`config.mk`:
```
export PLATFORM = sky130hd
export DESIGN_NAME = request_frame_boundary_detector
export DESIGN_NICKNAME = d
export VERILOG_FILES = /design/src/sv/rfbd_pkg.sv /design/src/sv/rfbd_framer.sv /design/src/sv/request_frame_boundary_detector.sv
export SDC_FILE = /design/constraint.sdc
export NUM_CORES = 1
export LEC_CHECK = 0
export BUFFER_PORTS_ARGS = -buffer_cell sky130_fd_sc_hd__buf_4
export CAP_MARGIN = 40
export CELL_PAD_IN_SITES_DETAIL_PLACEMENT = 1
export CELL_PAD_IN_SITES_GLOBAL_PLACEMENT = 1
export CORE_MARGIN = 5
export CORE_UTILIZATION = 53
export DETAILED_ROUTE_END_ITERATION = 8
export PLACE_DENSITY = 0.89
export SYNTH_ARGS = -nofsm -noshare
export SYNTH_HDL_FRONTEND = slang
export SYNTH_HIERARCHICAL = 1
export SYNTH_SLANG_ARGS = --single-unit
```
`constraint.sdc`:
```
create_clock -name clk -period 15.05 [get_ports clk]
set_clock_uncertainty 0.05 [all_clocks]
set_input_delay 0.7525 -clock clk [delete_from_list [all_inputs] [get_ports clk]]
set_output_delay 0.7525 -clock clk [all_outputs]
set_load 0.005 [all_outputs]
```
`src/sv/rfbd_pkg.sv`:
```
// ----------------------------------------------------------------------------
// Request frame boundary detector package
// Shared types, codes and character constants for the framer and top level.
// ----------------------------------------------------------------------------
package rfbd_pkg;

    // Result field widths
    localparam int FRAME_LEN_BITS = 33;
    localparam int STATUS_BITS    = 2;
    localparam int CFG_INDEX_BITS = 2;
    localparam int CFG_DATA_BITS  = 32;
    localparam int TYPE_BITS      = 32;

    // Saturation point of the byte counter
    localparam logic [FRAME_LEN_BITS-1:0] COUNT_MAX = '1;

    // Result status codes
    localparam logic [STATUS_BITS-1:0] STATUS_COMPLETE   = 2'd0;
    localparam logic [STATUS_BITS-1:0] STATUS_TYPE_ERROR = 2'd1;
    localparam logic [STATUS_BITS-1:0] STATUS_OVERFLOW   = 2'd2;

    // Configuration register indexes
    localparam logic [CFG_INDEX_BITS-1:0] CFG_PROTOCOL_MODE    = 2'd0;
    localparam logic [CFG_INDEX_BITS-1:0] CFG_MAX_MESSAGE_TYPE = 2'd1;

    localparam logic [TYPE_BITS-1:0] MAX_TYPE_RESET = 32'd15;

    // Protocol modes
    localparam logic MODE_HTTP   = 1'b0;
    localparam logic MODE_BINARY = 1'b1;

    // Characters
    localparam logic [7:0] CHAR_CR    = 8'h0D;
    localparam logic [7:0] CHAR_LF    = 8'h0A;
    localparam logic [7:0] CHAR_SPACE = 8'h20;
    localparam logic [7:0] CHAR_ZERO  = 8'h30;
    localparam logic [7:0] CHAR_NINE  = 8'h39;
    localparam logic [7:0] CHAR_UP_A  = 8'h41;
    localparam logic [7:0] CHAR_UP_Z  = 8'h5A;
    localparam logic [7:0] CHAR_LOW_C = 8'h63;
    localparam logic [7:0] CASE_GAP   = 8'h20;

    // Length of "content-length:"
    localparam logic [3:0] KEY_LEN = 4'd15;

    // Framer control from the top level
    typedef struct packed {
        logic step;
        logic restart;
        logic protocol_mode;
    } framer_ctrl_t;

    // Framer result for the byte at the input register
    typedef struct packed {
        logic                      hit;
        logic [FRAME_LEN_BITS-1:0] length;
        logic [STATUS_BITS-1:0]    status;
    } frame_result_t;

    // Lowercase header key, one character per position
    function automatic logic [7:0] key_char(input logic [3:0] idx);
        logic [7:0] ch;
        unique case (idx)
            4'd0:    ch = "c";
            4'd1:    ch = "o";
            4'd2:    ch = "n";
            4'd3:    ch = "t";
            4'd4:    ch = "e";
            4'd5:    ch = "n";
            4'd6:    ch = "t";
            4'd7:    ch = "-";
            4'd8:    ch = "l";
            4'd9:    ch = "e";
            4'd10:   ch = "n";
            4'd11:   ch = "g";
            4'd12:   ch = "t";
            4'd13:   ch = "h";
            4'd14:   ch = ":";
            default: ch = 8'h00;
        endcase
        return ch;
    endfunction

endpackage

```
`src/sv/rfbd_framer.sv`:
```
// ----------------------------------------------------------------------------
// Request frame boundary framer
// Parse state and single-pass next-state logic for HTTP and binary framing.
// ----------------------------------------------------------------------------
module rfbd_framer
    import rfbd_pkg::*;
#(
    parameter int LENGTH_BITS = 32
)
(
    input  logic                 clk,
    input  logic                 rst_n,
    input  framer_ctrl_t         ctrl,
    input  logic [7:0]           data_byte,
    input  logic [TYPE_BITS-1:0] max_message_type,
    output frame_result_t        result
);

    typedef enum logic [2:0] {
        PH_HEADER   = 3'd0,
        PH_VSKIP    = 3'd1,
        PH_DIGITS   = 3'd2,
        PH_BODY     = 3'd3,
        PH_BIN_BODY = 3'd5
    } phase_t;

    localparam logic [LENGTH_BITS-1:0] LEN_LIMIT = '1;
    localparam logic [31:0] LEN_LIMIT32 = 32'((64'd1 << LENGTH_BITS) - 64'd1);
    localparam logic [LENGTH_BITS+3:0] DIGIT_LIMIT =
        (LENGTH_BITS+4)'((64'd1 << LENGTH_BITS) - 64'd1);

    phase_t                    phase_reg, phase_next;
    logic [1:0]                blank_reg, blank_next;
    logic [3:0]                key_count_reg, key_count_next;
    logic                      length_seen_reg, length_seen_next;
    logic [LENGTH_BITS-1:0]    declared_reg, declared_next;
    logic [FRAME_LEN_BITS-1:0] bytes_reg, bytes_next;
    logic [55:0]               shift_reg, shift_next;
    logic [2:0]                index_reg, index_next;
    logic [LENGTH_BITS-1:0]    remaining_reg, remaining_next;
    logic [STATUS_BITS-1:0]    pending_reg, pending_next;

    logic                      hit;
    logic [7:0]                lc;
    logic                      is_digit;
    logic [LENGTH_BITS+3:0]    product;
    logic [31:0]               type_word;
    logic [31:0]               len_word;
    logic [LENGTH_BITS-1:0]    len_sat;

    always_comb
    begin
        phase_next       = phase_reg;
        blank_next       = blank_reg;
        key_count_next   = key_count_reg;
        length_seen_next = length_seen_reg;
        declared_next    = declared_reg;
        bytes_next       = bytes_reg;
        shift_next       = shift_reg;
        index_next       = index_reg;
        remaining_next   = remaining_reg;
        pending_next     = pending_reg;
        hit              = 1'b0;

        lc = (data_byte >= CHAR_UP_A && data_byte <= CHAR_UP_Z) ?
            data_byte + CASE_GAP : data_byte;
        is_digit = (data_byte >= CHAR_ZERO) && (data_byte <= CHAR_NINE);
        product = ({4'b0000, declared_reg} << 3) + ({4'b0000, declared_reg} << 1)
                + (LENGTH_BITS+4)'(data_byte[3:0]);
        type_word = shift_reg[31:0];
        len_word  = {data_byte, shift_reg[55:32]};
        len_sat   = len_word[LENGTH_BITS-1:0];

        // Count every byte; saturate and flag at the top
        if (bytes_reg == COUNT_MAX)
        begin
            if (pending_next == STATUS_COMPLETE)
                pending_next = STATUS_OVERFLOW;
        end
        else
        begin
            bytes_next = bytes_reg + 1'b1;
        end

        if (phase_reg == PH_BODY || phase_reg == PH_BIN_BODY)
        begin
            remaining_next = remaining_reg - 1'b1;
            hit = (remaining_reg == LENGTH_BITS'(1));
        end
        else if (ctrl.protocol_mode == MODE_HTTP)
        begin
            if (phase_reg == PH_VSKIP)
            begin
                if (is_digit)
                begin
                    declared_next = LENGTH_BITS'(data_byte[3:0]);
                    phase_next    = PH_DIGITS;
                end
                else if (data_byte != CHAR_SPACE)
                begin
                    phase_next = PH_HEADER;
                end
            end
            else if (phase_reg == PH_DIGITS)
            begin
                if (is_digit)
                begin
                    if (product > DIGIT_LIMIT)
                    begin
                        declared_next = LEN_LIMIT;
                        if (pending_next == STATUS_COMPLETE)
                            pending_next = STATUS_OVERFLOW;
                    end
                    else
                    begin
                        declared_next = product[LENGTH_BITS-1:0];
                    end
                end
                else
                begin
                    phase_next = PH_HEADER;
                end
            end
            else if (!length_seen_reg)
            begin
                if (key_count_reg < KEY_LEN && lc == key_char(key_count_reg))
                begin
                    if (key_count_reg == KEY_LEN - 4'd1)
                    begin
                        length_seen_next = 1'b1;
                        key_count_next   = 4'd0;
                        phase_next       = PH_VSKIP;
                    end
                    else
                    begin
                        key_count_next = key_count_reg + 4'd1;
                    end
                end
                else
                begin
                    key_count_next = (lc == CHAR_LOW_C) ? 4'd1 : 4'd0;
                end
            end

            // Track CR LF CR LF
            if (data_byte == CHAR_CR)
            begin
                blank_next = (blank_reg == 2'd2) ? 2'd3 : 2'd1;
            end
            else if (data_byte == CHAR_LF && blank_reg == 2'd1)
            begin
                blank_next = 2'd2;
            end
            else if (data_byte == CHAR_LF && blank_reg == 2'd3)
            begin
                blank_next = 2'd0;
                if (declared_next == '0)
                begin
                    hit = 1'b1;
                end
                else
                begin
                    phase_next     = PH_BODY;
                    remaining_next = declared_next;
                end
            end
            else
            begin
                blank_next = 2'd0;
            end
        end
        else
        begin
            // Binary header: collect seven bytes, decode on the eighth
            if (index_reg != 3'd7)
            begin
                shift_next[{index_reg, 3'b000} +: 8] = data_byte;
                index_next = index_reg + 3'd1;
            end
            else
            begin
                shift_next = '0;
                index_next = 3'd0;
                if (len_word > LEN_LIMIT32)
                begin
                    len_sat = LEN_LIMIT;
                    if (pending_next == STATUS_COMPLETE)
                        pending_next = STATUS_OVERFLOW;
                end
                if (type_word > max_message_type)
                    pending_next = STATUS_TYPE_ERROR;
                if (len_sat == '0)
                begin
                    hit              = (pending_next != STATUS_COMPLETE);
                    phase_next       = PH_HEADER;
                    blank_next       = 2'd0;
                    key_count_next   = 4'd0;
                    length_seen_next = 1'b0;
                    declared_next    = '0;
                    bytes_next       = hit ? bytes_next : '0;
                    remaining_next   = '0;
                    pending_next     = hit ? pending_next : STATUS_COMPLETE;
                end
                else
                begin
                    phase_next     = PH_BIN_BODY;
                    remaining_next = len_sat;
                end
            end
        end
    end

    assign result.hit    = hit;
    assign result.length = bytes_next;
    assign result.status = pending_next;

    always_ff @(posedge clk or negedge rst_n)
    begin
        if (!rst_n)
        begin
            phase_reg       <= PH_HEADER;
            blank_reg       <= 2'd0;
            key_count_reg   <= 4'd0;
            length_seen_reg <= 1'b0;
            declared_reg    <= '0;
            bytes_reg       <= '0;
            shift_reg       <= '0;
            index_reg       <= 3'd0;
            remaining_reg   <= '0;
            pending_reg     <= STATUS_COMPLETE;
        end
        else if (ctrl.restart || (ctrl.step && hit))
        begin
            // On restart or a finished message, drop the parse state and start over
            phase_reg       <= PH_HEADER;
            blank_reg       <= 2'd0;
            key_count_reg   <= 4'd0;
            length_seen_reg <= 1'b0;
            declared_reg    <= '0;
            bytes_reg       <= '0;
            shift_reg       <= '0;
            index_reg       <= 3'd0;
            remaining_reg   <= '0;
            pending_reg     <= STATUS_COMPLETE;
        end
        else if (ctrl.step)
        begin
            phase_reg       <= phase_next;
            blank_reg       <= blank_next;
            key_count_reg   <= key_count_next;
            length_seen_reg <= length_seen_next;
            declared_reg    <= declared_next;
            bytes_reg       <= bytes_next;
            shift_reg       <= shift_next;
            index_reg       <= index_next;
            remaining_reg   <= remaining_next;
            pending_reg     <= pending_next;
        end
    end

    a_body_nonzero: assert property (@(posedge clk) disable iff (!rst_n)
        (phase_reg == PH_BODY || phase_reg == PH_BIN_BODY) |-> (remaining_reg != '0))
        else $error("body phase with no bytes remaining");

    a_index_in_header: assert property (@(posedge clk) disable iff (!rst_n)
        (index_reg != 3'd0) |-> (phase_reg == PH_HEADER))
        else $error("binary header index outside header phase");

    a_key_bound: assert property (@(posedge clk) disable iff (!rst_n)
        key_count_reg < KEY_LEN)
        else $error("key match count past key length");

    a_restart_clears: assert property (@(posedge clk) disable iff (!rst_n)
        ctrl.restart |=> (bytes_reg == '0 && phase_reg == PH_HEADER))
        else $error("mode write did not restart parsing");

endmodule

```
`src/sv/request_frame_boundary_detector.sv`:
```
// ----------------------------------------------------------------------------
// Request frame boundary detector
// Frames a byte stream into HTTP or binary length-prefixed messages.
// ----------------------------------------------------------------------------
// Usage:
//   Input channel (in_valid, in_stall, data_byte) carries one stream byte per
//   transaction. Output channel (out_valid, out_stall, frame_length,
//   frame_status) carries one transaction per completed message: its total
//   byte count and a status (complete, binary type error, length overflow).
//   Configuration (cfg_valid, cfg_ready, cfg_index, cfg_data) writes
//   protocol_mode at index 0 (any write restarts parsing) and
//   max_message_type at index 1; cfg_ready is always high and writes are
//   expected only while the block is idle.
// Timing:
//   One byte per cycle unless a finishing byte meets a stalled output. A byte
//   is held in the input register, is parsed there in a single pass, and its
//   result is registered in the output register, which drives out_valid.
// Reset clears all parse state, selects HTTP mode and sets
// max_message_type to 15. When the receiver stalls, the result holds in the
// output register; bytes that finish no message keep flowing, and a byte that
// would finish one holds the input register, which then stalls the sender.
// ----------------------------------------------------------------------------
module request_frame_boundary_detector
    import rfbd_pkg::*;
#(
    parameter int LENGTH_BITS = 32
)
(
    input  logic                      clk,
    input  logic                      rst_n,
    input  logic                      in_valid,
    output logic                      in_stall,
    input  logic [7:0]                data_byte,
    output logic                      out_valid,
    input  logic                      out_stall,
    output logic [FRAME_LEN_BITS-1:0] frame_length,
    output logic [STATUS_BITS-1:0]    frame_status,
    input  logic                      cfg_valid,
    output logic                      cfg_ready,
    input  logic [CFG_INDEX_BITS-1:0] cfg_index,
    input  logic [CFG_DATA_BITS-1:0]  cfg_data
);

    // Configuration registers
    logic                 mode_reg;
    logic [TYPE_BITS-1:0] max_type_reg;

    // Input register
    logic       in_valid_reg;
    logic [7:0] in_byte_reg;

    // Output register
    logic                      out_valid_reg;
    logic [FRAME_LEN_BITS-1:0] out_length_reg;
    logic [STATUS_BITS-1:0]    out_status_reg;

    logic          cfg_write;
    logic          restart;
    logic          fire;
    logic          in_take;
    framer_ctrl_t  ctrl;
    frame_result_t result;

    assign cfg_ready = 1'b1;
    assign cfg_write = cfg_valid && cfg_ready;
    assign restart   = cfg_write && (cfg_index == CFG_PROTOCOL_MODE);

    // Advance the held byte unless it finishes a message and the output
    // register is full and stalled
    assign fire     = in_valid_reg && (!result.hit || !out_valid_reg || !out_stall);
    assign in_stall = in_valid_reg && !fire;
    assign in_take  = in_valid && !in_stall;

    assign ctrl.step          = fire;
    assign ctrl.restart       = restart;
    assign ctrl.protocol_mode = mode_reg;

    rfbd_framer #(
        .LENGTH_BITS (LENGTH_BITS)
    ) u_framer (
        .clk              (clk),
        .rst_n            (rst_n),
        .ctrl             (ctrl),
        .data_byte        (in_byte_reg),
        .max_message_type (max_type_reg),
        .result           (result)
    );

    always_ff @(posedge clk or negedge rst_n)
    begin
        if (!rst_n)
        begin
            mode_reg     <= MODE_HTTP;
            max_type_reg <= MAX_TYPE_RESET;
        end
        else if (cfg_write)
        begin
            unique case (cfg_index)
                CFG_PROTOCOL_MODE:    mode_reg     <= cfg_data[0];
                CFG_MAX_MESSAGE_TYPE: max_type_reg <= cfg_data[TYPE_BITS-1:0];
                default:              ; // unknown index: drop the write
            endcase
        end
    end

    // Input register: load on each input transaction, empty when parsed
    always_ff @(posedge clk or negedge rst_n)
    begin
        if (!rst_n)
        begin
            in_valid_reg <= 1'b0;
        end
        else if (in_take)
        begin
            in_valid_reg <= 1'b1;
        end
        else if (fire)
        begin
            in_valid_reg <= 1'b0;
        end
    end

    always_ff @(posedge clk)
    begin
        if (in_take)
            in_byte_reg <= data_byte;
    end

    // Output register: hold the result until the receiver takes it
    always_ff @(posedge clk or negedge rst_n)
    begin
        if (!rst_n)
        begin
            out_valid_reg <= 1'b0;
        end
        else if (fire && result.hit)
        begin
            out_valid_reg <= 1'b1;
        end
        else if (!out_stall)
        begin
            out_valid_reg <= 1'b0;
        end
    end

    always_ff @(posedge clk)
    begin
        if (fire && result.hit)
        begin
            out_length_reg <= result.length;
            out_status_reg <= result.status;
        end
    end

    assign out_valid    = out_valid_reg;
    assign frame_length = out_length_reg;
    assign frame_status = out_status_reg;

    a_no_overwrite: assert property (@(posedge clk) disable iff (!rst_n)
        !(fire && result.hit && out_valid_reg && out_stall))
        else $error("result overwrote a stalled output");

    a_fire_needs_byte: assert property (@(posedge clk) disable iff (!rst_n)
        fire |-> in_valid_reg)
        else $error("framer stepped without a held byte");

    a_stall_means_blocked: assert property (@(posedge clk) disable iff (!rst_n)
        in_stall |-> (result.hit && out_valid_reg && out_stall))
        else $error("input stalled without a blocked result");

endmodule

```
## Word-level counts from Yosys, hierarchy flattened

Memory sizes are Yosys's and may differ from the RTL's.
Cells that the tools add are included.

- Multiplexer cells: 133
- Order comparisons: 8
- Reductions and logical operators: 37
- $add $sub $neg: 8
- Shift operators: 2
- Equality and inequality tests: 28

Operators by type and width:

| operator | count |
|---|---|
| 32-bit 2-to-1 mux | 27 |
| 56-bit 2-to-1 mux | 5 |
| 33-bit 2-to-1 mux | 8 |
| 3-bit 2-to-1 mux | 23 |
| 32-bit logical NOT | 2 |
| 56-bit bitwise mux | 1 |
| 2-bit 2-to-1 mux | 28 |
| 8-bit by 8-bit variable shift with 56-bit output (first input constant) | 1 |
| 8-bit by 8-bit variable part select with 56-bit output | 1 |
| 8-bit 2-to-1 mux | 6 |
| 4-bit 2-to-1 mux | 11 |
| 35-bit by 33-bit adder with 36-bit output | 1 |
| 36-bit by 4-bit adder with 36-bit output | 1 |
| 36-bit by 32-bit > comparator with 1-bit output (second input constant) | 1 |
| 33-bit by 1-bit adder with 33-bit output (second input constant) | 1 |
| 33-bit == test (second input constant) | 1 |
| 32-bit by 1-bit == test with 1-bit output (second input constant) | 1 |
| 32-bit > comparator | 1 |
| 32-bit > comparator (second input constant) | 1 |
| 32-bit by 1-bit subtractor with 32-bit output (second input constant) | 1 |
| 1-bit 2-to-1 mux | 24 |
| 8-bit by 4-bit == test with 1-bit output (second input constant) | 2 |
| 4-bit by 3-bit inequality test with 1-bit output (second input constant) | 4 |
| 3-bit inequality test (second input constant) | 5 |
| other kinds (32) | 59 |

- Memories: 1
- ROM bits: 112
- Register bits after elaboration: 246
- Bits of input ports: 47
- Word-level logic and storage cells: 234

Memories:

| memory | depth | bits a word | read ports | clocked after Yosys merged registers in | write ports | RTL line | text |
|---|---|---|---|---|---|---|---|
| (name not given) | 16 | 7 | 1 | 0 | 0 | rfbd_pkg.sv:63 | `unique case (idx)` |

## Depth between registers and ports, before layout

- Depth in word-level cells: 25
- Mapped depth: 28
- Depth with buffers taken out: 23

## Modules after synthesis

The synthesis kept the hierarchy.

By module, submodules not included:

| module | instances | area each (µm²) | cells an instance |
|---|---|---|---|
| rfbd_framer | 1 | 13950.9 | 1679 |
| request_frame_boundary_detector | 1 | 2665.1 | 128 |

## Worst setup path after synthesis

Ideal clock, no wire load.

- Path kind: reg-to-reg
- Start: register in_byte_reg[3]
- End: register out_length_reg[0] (netlist: frame_length[0]), enable pin
- Setup slack: 7923 ps
- Library setup time: 439 ps
- Required time: 14561 ps
- Stages on the path, launching flop included: 22
- Arrival: 6638 ps
- Path through: edfxtp_1 > clkbuf_1 > inv_1 > fa_1 > inv_1 > fa_1 > a211oi_1 > o21ai_0 > a21oi_1 > o2111ai_1 > o311ai_4 > o221ai_2 > clkbuf_1 > nor3_1 > or2_2 > or4b_1 > or4_1 > nor2_1 > o21a_1 > buf_4 > nand2_1 > a21oi_1

- Word-level cells in the longest chain between the ends: 20
- Elaborated cells between the ends (all ways): 42

Ends and longest elaborated chain:

| element | RTL line | text |
|---|---|---|
| from (decl) | request_frame_boundary_detector.sv:50 | `logic [7:0] in_byte_reg;` |
| from (signal assigned) | request_frame_boundary_detector.sv:126 | `in_byte_reg <= data_byte;` |
| 36-bit by 4-bit adder with 36-bit output | rfbd_framer.sv:69 | `+ (LENGTH_BITS+4)'(data_byte[3:0]);` |
| 36-bit by 32-bit > comparator with 1-bit output | rfbd_framer.sv:108 | `if (product > DIGIT_LIMIT)` |
| 32-bit 2-to-1 mux | rfbd_framer.sv:108 |  |
| 32-bit 2-to-1 mux | rfbd_framer.sv:106 | `if (is_digit)` |
| 32-bit 2-to-1 mux | rfbd_framer.sv:104 | `else if (phase_reg == PH_DIGITS)` |
| 32-bit 2-to-1 mux | rfbd_framer.sv:92 | `if (phase_reg == PH_VSKIP)` |
| 32-bit 2-to-1 mux | rfbd_framer.sv:90 | `else if (ctrl.protocol_mode == MODE_HTTP)` |
| 32-bit 2-to-1 mux | rfbd_framer.sv:85 | `if (phase_reg == PH_BODY \|\| phase_reg == PH_BIN_BODY)` |
| (+4 left out) | - |  |
| 1-bit 2-to-1 mux | rfbd_framer.sv:146 | `if (data_byte == CHAR_CR)` |
| 1-bit 2-to-1 mux (*) | rfbd_framer.sv:90 |  |
| 1-bit 2-to-1 mux (*) | rfbd_framer.sv:85 |  |
| via u_framer.hit | rfbd_framer.sv:43 | `logic hit;` |
| 1-bit logical NOT | request_frame_boundary_detector.sv:70 | `assign fire = in_valid_reg && (!result.hit \|\| !out_valid_reg \|\| !out_stall);` |
| 1-bit logical OR (2 in a row) | request_frame_boundary_detector.sv:70 |  |
| 1-bit logical AND | request_frame_boundary_detector.sv:70 |  |
| 1-bit logical AND (*) | request_frame_boundary_detector.sv:148 | `if (fire && result.hit)` |
| to (signal assigned) | request_frame_boundary_detector.sv:150 | `out_length_reg <= result.length;` |
| to (decl) | request_frame_boundary_detector.sv:54 | `logic [FRAME_LEN_BITS-1:0] out_length_reg;` |

The timed path passes the listed nets; every way through them passes the cells marked *. The select of a mux whose other input is x is not followed.
A chain may end at the register's enable or synchronous reset.

==> impl_results.html <==
<table>
<tr><th>Metric</th><th>Value</th></tr>
<tr><th colspan="2">Floorplan</th></tr>
<tr><td>Core area</td><td>approximately 0.031 sq mm</td></tr>
<tr><td>Chip width</td><td>187.1 um</td></tr>
<tr><td>Initial cell density of the core</td><td>0.5404</td></tr>
<tr><td>Area enclosed by the die boundary</td><td>~0.035 sq mm</td></tr>
<tr><td>Top Ports</td><td>85</td></tr>
<tr><td>Standard-cell row count</td><td>64</td></tr>
<tr><td>Die span in y</td><td>about 190 um</td></tr>
<tr><th colspan="2">GRT</th></tr>
<tr><td>Pin count of the biggest net entering global routing</td><td>96</td></tr>
<tr><td>First-pass GRT wire length</td><td>about 93,000 um</td></tr>
<tr><td>Number of antenna violations at the first check in global routing</td><td>0</td></tr>
<tr><td>Number of global-route vias before repair</td><td>16,430</td></tr>
<tr><td>Leftover overflow at the end of global routing</td><td>0</td></tr>
<tr><td>Gr usage total</td><td>0.3250</td></tr>
<tr><th colspan="2">Cells and area</th></tr>
<tr><td>Layout area overhead</td><td>11.37%</td></tr>
<tr><td>Commonest non-fill, non-tap cells in the layout</td><td>sky130_fd_sc_hd__dfrtp_1 (198), sky130_fd_sc_hd__nand2_1 (167), sky130_fd_sc_hd__nor2_1 (127)</td></tr>
<tr><td>Combined area of the multi-input logic cells</td><td>0.009492 sq mm</td></tr>
<tr><td>Filler cell count</td><td>3,483</td></tr>
<tr><td>Number of standard cells in the layout, taps in and fillers out</td><td>between 2,000 and 2,500</td></tr>
<tr><td>Share of cells above drive strength 1</td><td>0.1279</td></tr>
<tr><td>Flip-flop count of the largest register, all copies and words added</td><td>between 50 and 60</td></tr>
<tr><td>Area used by sequential logic in the layout</td><td>0.006377 sq mm</td></tr>
<tr><td># nets final</td><td>1,997</td></tr>
<tr><td>Count of inserted antenna diode cells</td><td>0</td></tr>
<tr><td>Most common cell after layout, fill and taps aside</td><td>sky130_fd_sc_hd__dfrtp_1</td></tr>
<tr><td>Core occupancy in the finished layout</td><td>0.6018</td></tr>
<tr><th colspan="2">Route</th></tr>
<tr><td>Number of routed nets with antenna violations</td><td>0</td></tr>
<tr><td>Detailed router's first-iteration violation count</td><td>1,633</td></tr>
<tr><td>Detailed Routing Iterations Pass 1</td><td>5</td></tr>
<tr><td>Number of vias per cell</td><td>6.922</td></tr>
<tr><td>Number of remaining DRC errors</td><td>0</td></tr>
<tr><td>Vias</td><td>between 15,000 and 20,000</td></tr>
<tr><td>Total wire length after detailed routing</td><td>58,890 um</td></tr>
<tr><td>Per-cell routed wire length</td><td>26.09 um</td></tr>
<tr><th colspan="2">Logic synthesis</th></tr>
<tr><td>Post-Synthesis Cell Area</td><td>0.01662 sq mm</td></tr>
<tr><td>Synthesized Nets</td><td>slightly below 2,000</td></tr>
<tr><td>Post-synth ARST share</td><td>0.8252</td></tr>
<tr><td>Yosys warning count</td><td>6</td></tr>
<tr><td>Synthesized instance count</td><td>1,807</td></tr>
<tr><td>Number of distinct library cells after synthesis</td><td>89</td></tr>
<tr><td>Synthesized area per cell</td><td>9.195 sq um</td></tr>
<tr><td>Number of synthesized register bits</td><td>246</td></tr>
<tr><td>Number of synthesized flops with an enable pin</td><td>43</td></tr>
<tr><td>Top_reg_cell synth</td><td>sky130_fd_sc_hd__dfrtp_1</td></tr>
<tr><td>Sequential-to-total area share from yosys stat</td><td>0.3837</td></tr>
<tr><th colspan="2">Timing</th></tr>
<tr><td>Final Max Slew Viols</td><td>0</td></tr>
<tr><td>Final setup violation count</td><td>0</td></tr>
<tr><td>Slew margin rel.</td><td>0.3328</td></tr>
<tr><td>Measured slew at the worst slew-check pin</td><td>1001 ps</td></tr>
<tr><td>Unrepaired setup endpoints after global routing</td><td>false</td></tr>
<tr><td>Minimum clock period</td><td>8855 ps</td></tr>
<tr><td>Sum of negative setup slack</td><td>0 ps</td></tr>
<tr><td>Final critical-path share of the clock period</td><td>0.5884</td></tr>
<tr><td>Number of hold-slack violations in the final timing report</td><td>0</td></tr>
<tr><td>Achievable frequency</td><td>112.9 MHz</td></tr>
<tr><th colspan="2">Critical path</th></tr>
<tr><td>Crit end category</td><td>register</td></tr>
<tr><td>Critical path arrival</td><td>9280 ps</td></tr>
<tr><td>Origin of the worst setup path</td><td>in_byte_reg[3]</td></tr>
<tr><td>Startpoint type of the worst setup path</td><td>register</td></tr>
<tr><td>Critical register-to-register path startpoint</td><td>in_byte_reg[3]</td></tr>
<tr><td>Critical Path Fanout Max</td><td>42</td></tr>
<tr><td>Endpoint required time on the critical path</td><td>about 15,000 ps</td></tr>
<tr><td>Worst reg2reg setup slack</td><td>6190 ps</td></tr>
<tr><td>Worst Path Class, Setup</td><td>reg -&gt; reg</td></tr>
<tr><th colspan="2">Clock network</th></tr>
<tr><td>Cts hold-fix bufs</td><td>0</td></tr>
<tr><td>Post-CTS Setup Bufs</td><td>0</td></tr>
<tr><td>Number of cells upsized or downsized after cts</td><td>0</td></tr>
<tr><td>Max H-tree Level</td><td>1</td></tr>
<tr><td>CTS tree</td><td>yes</td></tr>
<tr><td>Clock-pin slew of the registers on the worst-case setup and hold paths</td><td>around 60 ps</td></tr>
<tr><td>Inserted Clock Buffers</td><td>28</td></tr>
<tr><td>Max Root-Sink Buffers</td><td>3</td></tr>
<tr><td>Master cell of the clock root buffer</td><td>sky130_fd_sc_hd__clkbuf_16</td></tr>
<tr><td>Total clock sinks</td><td>between 200 and 250</td></tr>
<tr><td>Clock network latency to the later pin of the worst-skew pair</td><td>580 ps</td></tr>
<tr><th colspan="2">Placed design</th></tr>
<tr><td>Total placed cells including tap cells</td><td>2,204</td></tr>
<tr><td>Post-detail-place hpwl</td><td>41,060 um</td></tr>
<tr><td>Routability congestion estimate</td><td>0.9222</td></tr>
<tr><td>Number of buffers inserted by port buffering</td><td>slightly above 80</td></tr>
<tr><th colspan="2">Power</th></tr>
<tr><td>Total power</td><td>roughly 0.0026 W</td></tr>
<tr><td>Leakage</td><td>8.559 nW</td></tr>
<tr><td>Worst supply voltage drop on vdd</td><td>roughly 0.13 mV</td></tr>
<tr><td>Power per Cell Area</td><td>139.5 mW/mm^2</td></tr>
<tr><th colspan="2">Status</th></tr>
<tr><td>Run status</td><td>completed</td></tr>
<tr><th colspan="2">Worst hold path</th></tr>
<tr><td>Min-delay worst type</td><td>in -&gt; async</td></tr>
<tr><th colspan="2">Run</th></tr>
<tr><td>Max-cap violations</td><td>0</td></tr>
</table>
==> where the power goes <==
part	switching, W	internal [W]
sequential	0.000131	0.000796
clock	0.000298	0.000380
combinational	0.000619	0.000357
total	0.00105	0.00153
==> through the flow <==
step / instance area, sq um / hold slack [ps] / setup WS, ps
after floorplan: 16620 / 406.9 / 7923
after global placement: 17430 / 425.8 / 6582
after detailed placement: 17600 / 432.8 / 6608
after CTS: 18500 / 153.8 / 6474
after global routing: 18510 / 189.2 / 5799
final: 18510 / 124.0 / 6195
==> path summary, 6_finish.rpt <==
path,end,depth (start not counted)
setup / recovery,u_framer/shift_reg[10],23
hold / removal,max_type_reg[20],1
setup reg to reg,u_framer/shift_reg[10],23
hold reg to reg,u_framer/remaining_reg[23],1
max in group asynchronous,u_framer/remaining_reg[27],2
min in group clk,in_byte_reg[5],1
==> worst max-delay path, stage by stage (launching register included) <==
cell and delay [ps]:
sky130_fd_sc_hd__edfxtp_1 680, sky130_fd_sc_hd__inv_1 220, sky130_fd_sc_hd__fa_1 570, sky130_fd_sc_hd__inv_1 70, sky130_fd_sc_hd__fa_1 480, sky130_fd_sc_hd__a211oi_1 300
sky130_fd_sc_hd__o21ai_0 220, sky130_fd_sc_hd__a21oi_1 510, sky130_fd_sc_hd__o2111ai_1 270, sky130_fd_sc_hd__o311ai_4 140, sky130_fd_sc_hd__o221ai_2 360, sky130_fd_sc_hd__nor2_1 750
sky130_fd_sc_hd__a21oi_1 280, sky130_fd_sc_hd__or4b_1 590, sky130_fd_sc_hd__or4_1 470, sky130_fd_sc_hd__nor2_1 170, sky130_fd_sc_hd__o21a_1 210, sky130_fd_sc_hd__a31oi_1 260
sky130_fd_sc_hd__a31oi_1 410, sky130_fd_sc_hd__o21a_1 180, sky130_fd_sc_hd__buf_4 410, sky130_fd_sc_hd__and3_1 660, sky130_fd_sc_hd__buf_8 250, sky130_fd_sc_hd__a32o_1 240
==> synth_stat cells, types with 10 or more instances <==
cell                         n  area share
sky130_fd_sc_hd__dfrtp_1   199        0.30
sky130_fd_sc_hd__nand2_1   167       0.038
sky130_fd_sc_hd__nor2_1    129       0.029
sky130_fd_sc_hd__ha_1      109       0.082
sky130_fd_sc_hd__o21ai_0    96       0.029
sky130_fd_sc_hd__a21oi_1    92       0.028
sky130_fd_sc_hd__clkbuf_1   78       0.018
sky130_fd_sc_hd__inv_1      72       0.016
sky130_fd_sc_hd__nand3_1    58       0.017
sky130_fd_sc_hd__a21o_1     55       0.025
sky130_fd_sc_hd__o31ai_1    54       0.024
sky130_fd_sc_hd__nor4_1     49       0.018
sky130_fd_sc_hd__edfxtp_1   43       0.078
sky130_fd_sc_hd__nor3_1     39       0.012
sky130_fd_sc_hd__mux2_2     37       0.025
sky130_fd_sc_hd__a32o_1     35       0.021
sky130_fd_sc_hd__xnor2_1    35       0.018
sky130_fd_sc_hd__a22o_1     34       0.018
sky130_fd_sc_hd__nand4_1    33       0.012
sky130_fd_sc_hd__xor2_1     31       0.016
sky130_fd_sc_hd__mux2i_1    26       0.016
sky130_fd_sc_hd__nand2b_1   20      0.0075
sky130_fd_sc_hd__a211oi_1   19      0.0086
sky130_fd_sc_hd__o211ai_1   18      0.0081
sky130_fd_sc_hd__or3_1      15      0.0056
sky130_fd_sc_hd__buf_2      14      0.0042
sky130_fd_sc_hd__and2_1     13      0.0049
sky130_fd_sc_hd__and3_1     13      0.0049
sky130_fd_sc_hd__o21a_1     13      0.0059
sky130_fd_sc_hd__nor2b_1    11      0.0041
sky130_fd_sc_hd__nor3b_1    11      0.0050
sky130_fd_sc_hd__a31oi_1    10      0.0038
==> final cells by class <==
class,count,area share
multi-input cells,1373,0.5129
flip-flops and latches,246,0.3446
repair buffers,115,0.05166
clock buffers,36,0.04165
well taps,396,0.02677
inverters,75,0.01521
clock inverters,16,0.007167
==> routing by layer <==
layer  track usage  vias to the layer above  part of all wire
met3       0.04442                      229             0.070
li1              -                     6822                 -
met5             0                        -                 0
met2        0.5357                      751              0.47
met4        0.1610                        0             0.057
met1        0.4223                     7821              0.40
==> logic make-up (layout without fill, tap and decap cells) <==
| kind of cell | after synthesis | after routing | synth area share |
|---|---|---|---|
| xor gates and xnor gates | 66 | 66 | 0.03479 |
| buffers and inverters | 188 | 242 | 0.04804 |
| and+or+nand+nor | 605 | 605 | 0.1828 |
| DFF | 246 | 246 | 0.3837 |
| muxes | 65 | 65 | 0.04209 |
| adders and majority gates | 111 | 111 | 0.08449 |
| AOI/OAI and AO/OA | 525 | 525 | 0.2238 |
| other | 1 | 1 | 0.0002257 |
No activity file was read; power rests on OpenSTA's default activity.
